## config.mk

```make
export PLATFORM = sky130hd
export DESIGN_NAME = ict_ctrl
export DESIGN_NICKNAME = d
export VERILOG_FILES = /design/src/sv/ict_pkg.sv /design/src/sv/ict_ctrl.sv
export SDC_FILE = /design/constraint.sdc
export NUM_CORES = 1
export LEC_CHECK = 0
export BUFFER_PORTS_ARGS = -buffer_cell sky130_fd_sc_hd__clkbuf_2
export CORE_MARGIN = 8
export CORE_UTILIZATION = 40
export DETAILED_ROUTE_END_ITERATION = 8
export SYNTH_ARGS = -nofsm -noshare
export SYNTH_HDL_FRONTEND = slang
export SYNTH_SLANG_ARGS = --single-unit
```

## constraint.sdc

```tcl
create_clock -name clk -period 2.16 [get_ports clk]
set_input_delay 0.216 -clock clk [delete_from_list [all_inputs] [get_ports clk]]
set_output_delay 0.216 -clock clk [all_outputs]
set_load 0.05 [all_outputs]
```

## src/sv/ict_pkg.sv

```systemverilog
package ict_pkg;

    localparam int MAX_ENTRIES_DEF = 64;
    localparam int NUM_TAPS_DEF    = 16;

    localparam int FREQ_W = 34;
    localparam int VAL_W  = 16;
    localparam int TIDX_W = 4;
    localparam int NT_W   = 5;
    localparam int CADR_W = 4;

    localparam logic [1:0] OP_WRITE = 2'd0;
    localparam logic [1:0] OP_CLEAR = 2'd1;
    localparam logic [1:0] OP_QUERY = 2'd2;

    localparam logic [1:0] ST_OK    = 2'd0;
    localparam logic [1:0] ST_EMPTY = 2'd1;
    localparam logic [1:0] ST_FULL  = 2'd2;

    localparam logic [CADR_W-1:0] CFG_MODE  = 4'd0;
    localparam logic [CADR_W-1:0] CFG_NTAPS = 4'd1;

    localparam logic [NT_W-1:0] NTAPS_RST = 5'd16;

    typedef enum logic [2:0] {
        SEL_SC = 3'd0,
        SEL_DL = 3'd1,
        SEL_DR = 3'd2,
        SEL_DI = 3'd3,
        SEL_IC = 3'd4,
        SEL_QI = 3'd5
    } sel_t;

    typedef struct packed {
        logic signed [VAL_W-1:0] sc;
        logic signed [VAL_W-1:0] dl;
        logic signed [VAL_W-1:0] dr;
        logic signed [VAL_W-1:0] di;
    } ent_t;

    typedef struct packed {
        logic signed [VAL_W-1:0] ic;
        logic signed [VAL_W-1:0] qi;
    } tap_t;

    typedef struct packed {
        logic       in_ready;
        logic       capture;
        logic       clear_count;
        logic       scan_init;
        logic       scan_read;
        logic       scan_step;
        logic       set_slot_match;
        logic       set_ends;
        logic       shift_init;
        logic       shift_read;
        logic       shift_write;
        logic       insert;
        logic       write_entry;
        logic       rd_hi;
        logic       cap_lo;
        logic       cap_hi;
        logic       sel_init;
        logic       sel_next;
        logic       lerp_start;
        logic       k_init;
        logic       k_next;
        logic       out_load;
        logic       emit_tap;
        logic [1:0] emit_status;
    } cmd_t;

    typedef struct packed {
        logic       in_valid;
        logic [1:0] in_op;
        logic [1:0] op;
        logic       count_zero;
        logic       scan_end;
        logic       key_lt;
        logic       key_eq;
        logic       table_full;
        logic       shift_done;
        logic       lerp_done;
        logic       sel_last;
        logic       k_last;
        logic       out_free;
    } sts_t;

endpackage

```

## src/sv/ict_ctrl.sv

```systemverilog
module ict_ctrl
    import ict_pkg::*;
(
    input  logic clk,
    input  logic rst_n,
    input  sts_t sts,
    output cmd_t cmd
);

    typedef enum logic [13:0] {
        S_IDLE     = 14'b00000000000001,
        S_SCAN_RD  = 14'b00000000000010,
        S_SCAN_CMP = 14'b00000000000100,
        S_SHIFT_RD = 14'b00000000001000,
        S_SHIFT_WR = 14'b00000000010000,
        S_INSERT   = 14'b00000000100000,
        S_WR_ENT   = 14'b00000001000000,
        S_RD_LO    = 14'b00000010000000,
        S_RD_HI    = 14'b00000100000000,
        S_CAP_HI   = 14'b00001000000000,
        S_L_START  = 14'b00010000000000,
        S_L_WAIT   = 14'b00100000000000,
        S_EMIT_TAP = 14'b01000000000000,
        S_EMIT_ST  = 14'b10000000000000
    } state_t;

    state_t     state_reg, state_next;
    logic [1:0] code_reg, code_next;

    always_ff @(posedge clk or negedge rst_n)
    begin
        if (!rst_n)
        begin
            state_reg <= S_IDLE;
            code_reg  <= ST_OK;
        end
        else
        begin
            state_reg <= state_next;
            code_reg  <= code_next;
        end
    end

    always_comb
    begin
        cmd             = '0;
        cmd.emit_status = code_reg;
        state_next      = state_reg;
        code_next       = code_reg;

        unique case (state_reg)
            S_IDLE:
            begin
                cmd.in_ready = 1'b1;
                if (sts.in_valid)
                begin
                    cmd.capture = 1'b1;
                    if (sts.in_op == OP_CLEAR)
                    begin
                        cmd.clear_count = 1'b1;
                        code_next       = ST_OK;
                        state_next      = S_EMIT_ST;
                    end
                    else if (sts.in_op == OP_WRITE)
                    begin
                        cmd.scan_init = 1'b1;
                        state_next    = S_SCAN_RD;
                    end
                    else if (sts.in_op == OP_QUERY)
                    begin
                        if (sts.count_zero)
                        begin
                            code_next  = ST_EMPTY;
                            state_next = S_EMIT_ST;
                        end
                        else
                        begin
                            cmd.scan_init = 1'b1;
                            state_next    = S_SCAN_RD;
                        end
                    end
                end
            end

            S_SCAN_RD, S_SCAN_CMP:
            begin
                if (state_reg == S_SCAN_RD && !sts.scan_end)
                begin
                    cmd.scan_read = 1'b1;
                    state_next    = S_SCAN_CMP;
                end
                else if (state_reg == S_SCAN_CMP && sts.key_lt)
                begin
                    cmd.scan_step = 1'b1;
                    state_next    = S_SCAN_RD;
                end
                else if (sts.op == OP_QUERY)
                begin
                    cmd.set_ends = 1'b1;
                    cmd.k_init   = 1'b1;
                    state_next   = S_RD_LO;
                end
                else if (!sts.scan_end && sts.key_eq)
                begin
                    cmd.set_slot_match = 1'b1;
                    state_next         = S_WR_ENT;
                end
                else if (sts.table_full)
                begin
                    code_next  = ST_FULL;
                    state_next = S_EMIT_ST;
                end
                else
                begin
                    cmd.shift_init = 1'b1;
                    state_next     = S_SHIFT_RD;
                end
            end

            S_SHIFT_RD:
            begin
                if (sts.shift_done)
                begin
                    state_next = S_INSERT;
                end
                else
                begin
                    cmd.shift_read = 1'b1;
                    state_next     = S_SHIFT_WR;
                end
            end

            S_SHIFT_WR:
            begin
                cmd.shift_write = 1'b1;
                state_next      = S_SHIFT_RD;
            end

            S_INSERT:
            begin
                cmd.insert = 1'b1;
                state_next = S_WR_ENT;
            end

            S_WR_ENT:
            begin
                cmd.write_entry = 1'b1;
                code_next       = ST_OK;
                state_next      = S_EMIT_ST;
            end

            S_RD_LO:
            begin
                state_next = S_RD_HI;
            end

            S_RD_HI:
            begin
                cmd.rd_hi  = 1'b1;
                cmd.cap_lo = 1'b1;
                state_next = S_CAP_HI;
            end

            S_CAP_HI:
            begin
                cmd.cap_hi   = 1'b1;
                cmd.sel_init = 1'b1;
                state_next   = S_L_START;
            end

            S_L_START:
            begin
                cmd.lerp_start = 1'b1;
                state_next     = S_L_WAIT;
            end

            S_L_WAIT:
            begin
                if (sts.lerp_done)
                begin
                    if (sts.sel_last)
                    begin
                        state_next = S_EMIT_TAP;
                    end
                    else
                    begin
                        cmd.sel_next = 1'b1;
                        state_next   = S_L_START;
                    end
                end
            end

            S_EMIT_TAP:
            begin
                if (sts.out_free)
                begin
                    cmd.out_load = 1'b1;
                    cmd.emit_tap = 1'b1;
                    if (sts.k_last)
                    begin
                        state_next = S_IDLE;
                    end
                    else
                    begin
                        cmd.k_next = 1'b1;
                        state_next = S_RD_LO;
                    end
                end
            end

            S_EMIT_ST:
            begin
                if (sts.out_free)
                begin
                    cmd.out_load = 1'b1;
                    state_next   = S_IDLE;
                end
            end

            default:
            begin
                state_next = S_IDLE;
            end
        endcase
    end

`ifndef SYNTHESIS
    a_onehot: assert property (@(posedge clk) disable iff (!rst_n)
        $onehot(state_reg))
        else $error("controller state lost its one-hot code");

    a_accept_idle: assert property (@(posedge clk) disable iff (!rst_n)
        cmd.capture |-> state_reg == S_IDLE)
        else $error("transaction taken while busy");

    a_lerp_wait: assert property (@(posedge clk) disable iff (!rst_n)
        cmd.lerp_start |=> state_reg == S_L_WAIT)
        else $error("interpolation started without waiting for it");
`endif

endmodule

```

==> flow_metrics.py, run 1 <==
metrics = {
    "status": {
        "outcome": "complete, but fails checks",
        "violations": "setup timing",
    },
    "timing": {
        "rsz0062_at_grt": "yes",
        "period_needed_ps": 2222,
        "slew_violations": 0,
        "worst_pin_slew_ps": 441.5,
        "setup_ws_ps": -62.36,
        "slew_headroom": 0.7056,
        "hold_ws_ps": 103.8,
        "fin_skew_ps": 4.829,
        "setup_viol": 8,
        "min_period_over_period": 1.029,
        "final-hold-violation-count": 0,
        "max_freq_ghz": 0.4500,
    },
    "clock_tree": {
        "clkTransAtPathRegs_ps": 100,
        "cts_buffers": 3,
        "clock_path_buffers": 2,
        "clock-sinks": 16,
        "insertion_delay_ps": 290,
        "cts_root_buf": "clkbuf_4",
        "cts_tree": "done",
        "h-tree-depth": 1,
    },
    "place": {
        "hpwl_um": 3061,
        "post-place-ws_ps": 43.30,
        "place_congestion": 0.8567,
        "numPortBuffers": 41,
        "place_area_um2": 1707,
    },
    "finish": {
        "largest_reg_flops": 14,
        "drive_gt1_frac": 0.5354,
        "synthToLayoutAreaGrowth_pct": 58.65,
        "multi_input_area_um2": 1016,
        "ff_latch_area_um2": 409.1,
        "postLayoutCoreUtil": 0.6584,
        "diodes": 0,
        "fillers": 282,
        "nNetsFinal": 248,
        "design_area_um2": 2180,
    },
    "die": {
        "io_pins": 42,
        "dieArea_um2": 5566,
        "placementRows": 21,
        "core_area_um2": 3311,
        "die_w_um": 74.61,
        "start_util": 0.4150,
        "die_h_um": 74.61,
    },
    "pwr": {
        "power_frac_comb": 0.649,
        "netSwitchingFraction": 0.4579,
        "switchingPower_uw": 790.8,
        "vdd_drop_max_mv": 0.5795,
        "total_power_uw": 1727,
        "power.internal_uw": 936.1,
        "p_seq_frac": 0.249,
        "p_leak_uw": 0.001056,
        "p_per_area_nw_per_um2": 792.3,
        "pwr-share-clk": 0.102,
    },
    "grt": {
        "grt_overflow": 0,
        "grt_first_pass_wirelength_um": 7010,
        "antenna_found_initial": 0,
        "grt_max_degree": 17,
        "grt_pass1_vias": 1528,
        "grt_use_total": 0.1613,
    },
    "logic_synthesis": {
        "ys_async_sr_fraction": 1.000,
        "syn_area_um2": 1374,
        "ys_types": 56,
        "yosysTopAreaCell": "dfrtp_1",
        "synth_edf_count": 0,
        "ys_ff_latch": 16,
        "syn-instance-count": 154,
        "avgSynthCellArea_um2": 8.921,
        "syn_nets": 175,
        "ys_warn_count": 0,
        "synthFlopType": "dfrtp_1",
        "seq_area_frac_synth": 0.2923,
        "synth_top_area_frac": 0.2732,
        "yosys-top-cells-area": "dfrtp_1, nor2_1, and3_1, ha_1, nor2b_1",
    },
    "critical_path": {
        "crit_type": "reg -> out",
        "cp.required_ps": 1940,
        "worst-path-max-fanout": 4,
        "worst-r2r-cell-count": 10,
        "start_kind": "register",
        "worst_ep_arrival_time_ps": 2010,
        "end_kind": "primary output",
    },
    "detailed_routing": {
        "detail_route.wirelength_um": 4439,
        "final_antenna_net_count": 0,
        "viasPerCell": 5.471,
        "wl_per_cell_um": 16.32,
        "vias": 1488,
        "drtIter0Drc": 58,
        "drc": 0,
        "drtPass1Iterations": 4,
    },
    "worst_hold_path": {
        "hold_depth": 2,
        "min_path_type": "in -> reg",
    },
    "flow_run": {
        "drv_cap": 0,
    },
}
==> worst max-delay path, cell delays in order (launching register included) <==
cell and delay, ps:
dfrtp_2 470, nor4_4 410, nand2b_1 150, or3_4 390, nor2b_4 150, buf_8 150
==> layout make-up <==
class,instances,area share
sequential,16,0.1877
timing repair buffer,77,0.2939
inverter,8,0.01378
tap,46,0.02641
multi-input combinational,121,0.4661
clock buffer,4,0.01206
==> power groups by stage <==
stage	Sequential (uW)	Clock (uW)	Combinational, uW
6_report	430	176	1120
5_1_grt	439	202	1200
4_1_cts	426	177	1060
3_5_place_dp	429	0	869
3_3_place_gp	426	0	869
2_1_floorplan	457	0	636
==> routing by layer <==
metal | vias up | wire length, um | track usage | part of all wire
li1 | 711 | - | - | -
met1 | 709 | 1844 | 0.1995 | 0.42
met2 | 53 | 2211 | 0.2691 | 0.50
met3 | 15 | 259 | 0.02830 | 0.058
met4 | 0 | 124 | 0.06304 | 0.028
met5 | - | 0 | 0 | 0
==> cell families (layout without fill, tap and decap cells) <==
| kind of cell | after synthesis | after routing | synth area share |
|---|---|---|---|
| xor+xnor | 4 | 4 | 0.02551 |
| flops | 16 | 16 | 0.2924 |
| buf+inv | 17 | 89 | 0.06922 |
| compound gates | 26 | 26 | 0.1503 |
| simple gates | 83 | 83 | 0.3916 |
| fa+ha+maj | 4 | 4 | 0.03643 |
| mux | 4 | 4 | 0.03460 |
==> repair_timing <==
action / 4_1_cts / 5_1_grt
pin swaps: 7 / 16
resized for setup: 42 / 47
setup endpoints to repair: 23 / 24
hold endpoints to repair: 15 / 0
setup buffers: 21 / 5
hold buffers: 1 / 0
==> through the flow <==
step	TNS, ps	instances
finish	-401.5	272
global route	-2494	272
CTS	-51.76	268
detailed placement	0	242
global placement	0	242
floorplan	-64.35	154
==> layout by cell type (no fill, tap or decap), types with 3 or more instances in the layout <==
cell / n
and2_1: 3
and3_1: 6
and4b_2: 3
buf_4: 35
buf_6: 6
buf_8: 10
clkbuf_2: 18
clkbuf_4: 6
dfrtp_1: 9
dfrtp_2: 6
ha_1: 4
inv_1: 6
nand2_1: 3
nand2b_1: 5
nand3_1: 3
nor2_1: 14
nor2b_1: 4
nor3_1: 3
nor3_4: 3
nor3b_1: 3
o21a_1: 4
o21ai_0: 3
==> cell usage after synthesis (4+ instances only) <==
cell type / count
nor2_1: 16
buf_2: 4
o21a_1: 4
nor3b_1: 4
and3_1: 8
nand2b_1: 5
nand2_1: 4
dfrtp_1: 15
inv_1: 7
nor2b_1: 6
nand3_1: 4
nor3_1: 6
ha_1: 4
==> worst paths after layout <==
check                              from            to  slack (ps)
max                        state_reg[3]       cmd[13]         -60
max in group asynchronous         rst_n  state_reg[0]        1430
min reg2reg                 code_reg[1]   code_reg[1]         500
min                              sts[4]  state_reg[4]         100
min in group asynchronous         rst_n  state_reg[6]         380
max reg2reg                state_reg[3]  state_reg[0]         140
Note: power is estimated with default switching activity, not from simulation.
==> run 2, diff against run 1 <==
--- a/config.mk
+++ b/config.mk
@@ -7,8 +7,10 @@
 export LEC_CHECK = 0
 export BUFFER_PORTS_ARGS = -buffer_cell sky130_fd_sc_hd__clkbuf_2
 export CORE_MARGIN = 8
-export CORE_UTILIZATION = 40
+export CORE_UTILIZATION = 51
 export DETAILED_ROUTE_END_ITERATION = 8
+export PLACE_DENSITY = 0.79
+export RECOVER_POWER = 25
 export SYNTH_ARGS = -nofsm -noshare
 export SYNTH_HDL_FRONTEND = slang
 export SYNTH_SLANG_ARGS = --single-unit
==> run 2 against run 1 <==
Compared with the run above:
- the flow still finishes with violations (setup timing)
- critical endpoint is now cmd[16]
- clock power rose by 17%
- maximum frequency rose by 0.69%
- wire length grew 2.7%
- largest power group unchanged
- clock-buffer cell count unchanged
- non-clock buffer count shrank 11
- critical path type unchanged
- global-route usage grew 3.5 points
- die area down 17%
==> flow_metrics.py, run 2 (synthesis results as in run 1) <==
metrics = {
    "clock_tree": {
        "h-tree-depth": 1,
        "clock-sinks": 16,
        "clock_path_buffers": 2,
        "clkTransAtPathRegs_ps": 110,
        "cts_buffers": 3,
        "cts_root_buf": "clkbuf_4",
        "insertion_delay_ps": 290,
        "cts_tree": "done",
    },
    "critical_path": {
        "cp.required_ps": 1940,
        "worst_ep_arrival_time_ps": 1990,
        "start_kind": "register",
        "worst-r2r-cell-count": 5,
        "worst-path-max-fanout": 5,
        "end_kind": "primary output",
        "crit_type": "reg -> out",
    },
    "grt": {
        "grt_first_pass_wirelength_um": 6969,
        "antenna_found_initial": 0,
        "grt_use_total": 0.1962,
        "grt_overflow": 0,
        "grt_max_degree": 17,
        "grt_pass1_vias": 1498,
    },
    "timing": {
        "slew_headroom": 0.3714,
        "max_freq_ghz": 0.4531,
        "fin_skew_ps": 5.232,
        "setup_viol": 5,
        "setup_tns_ps": -104.9,
        "hold_ws_ps": 140.7,
        "worst_pin_slew_ps": 942.9,
        "period_needed_ps": 2207,
        "min_period_over_period": 1.022,
        "slew_violations": 0,
        "final-hold-violation-count": 0,
        "rsz0062_at_grt": "yes",
        "setup_ws_ps": -47.19,
    },
    "worst_hold_path": {
        "hold_depth": 2,
        "min_path_type": "in -> reg",
    },
    "pwr": {
        "netSwitchingFraction": 0.4635,
        "p_seq_frac": 0.240,
        "p_per_area_nw_per_um2": 840.0,
        "switchingPower_uw": 820.9,
        "total_power_uw": 1771,
        "vdd_drop_max_mv": 0.7904,
        "power_frac_comb": 0.644,
        "p_leak_uw": 0.001020,
        "power.internal_uw": 950.1,
        "pwr-share-clk": 0.117,
    },
    "finish": {
        "synthToLayoutAreaGrowth_pct": 53.46,
        "fillers": 184,
        "layout_commonest_cell": "buf_4",
        "multi_input_area_um2": 1051,
        "postLayoutCoreUtil": 0.7918,
        "largest_reg_flops": 14,
        "nNetsFinal": 237,
        "final_cell_mix": "buf_4, clkbuf_2, nor2_1, buf_8, dfrtp_1",
        "drive_gt1_frac": 0.5116,
        "diodes": 0,
        "ff_latch_area_um2": 410.4,
    },
    "detailed_routing": {
        "drtIter0Drc": 63,
        "viasPerCell": 6.118,
        "wl_per_cell_um": 18.53,
        "drc": 0,
        "drtPass1Iterations": 4,
        "detail_route.wirelength_um": 4558,
        "vias": 1505,
        "final_antenna_net_count": 0,
    },
    "place": {
        "numPortBuffers": 41,
        "place_congestion": 0.8761,
        "hpwl_um": 2969,
    },
    "die": {
        "start_util": 0.5160,
        "core_area_um2": 2663,
        "die_h_um": 67.90,
        "io_pins": 42,
        "die_w_um": 67.90,
        "dieArea_um2": 4610,
        "placementRows": 19,
    },
    "flow_run": {
        "drv_cap": 0,
    },
    "status": {
        "outcome": "complete, but fails checks",
        "violations": "setup timing",
    },
}
==> run 2: what timing repair did <==
action	4_1_cts	5_1_grt
pin swaps	5	12
hold endpoints to repair	15	0
buffers inserted	11	8
resized for setup	42	50
hold buffers	1	0
setup endpoints to repair	22	23
==> run 2: power groups by stage <==
stage	registers, uW	clock network (uW)	logic (uW)
2_1_floorplan	457	0	636
3_3_place_gp	429	0	819
3_5_place_dp	429	0	827
4_1_cts	416	212	991
5_1_grt	430	218	1210
6_report	425	206	1140
==> run 2: worst paths after layout <==
path                       slack (ps)            end          start
max                               -50        cmd[16]  state_reg[13]
min                               140   state_reg[4]         sts[4]
max reg2reg                        70    code_reg[0]   state_reg[5]
min reg2reg                       520    code_reg[0]    code_reg[0]
max in group asynchronous         950   state_reg[4]          rst_n
min in group asynchronous         570  state_reg[12]          rst_n
==> run 2: area by class of cell <==
class / instances / share of cell area
tap: 31 / 0.01840
timing repair buffer: 66 / 0.2570
multi-input combinational: 121 / 0.4985
clock buffer: 4 / 0.01721
inverter: 8 / 0.01424
sequential: 16 / 0.1947
==> run 2: per-layer routing <==
metal,vias up,track usage,wire length (um)
li1,684,-,-
met1,728,0.2192,1815
met4,0,0.09207,144
met5,-,0,0
met3,20,0.05074,353
met2,73,0.3420,2243
==> run 2: stage by stage <==
step | cells | cell area [um^2] | setup slack [ps]
after floorplan | 154 | 1434 | -64.35
after global placement | 222 | 1650 | 122.1
after detailed placement | 222 | 1650 | 81.62
after CTS | 238 | 1939 | -8.204
after global routing | 246 | 2108 | -141.5
final | 246 | 2108 | -47.19
==> run 2: critical path: stages (launching register included) <==
cell	delay [ps]
dfrtp_2	470
nor3_4	320
and4_4	290
nand2_4	80
nor4b_4	350
buf_8	190
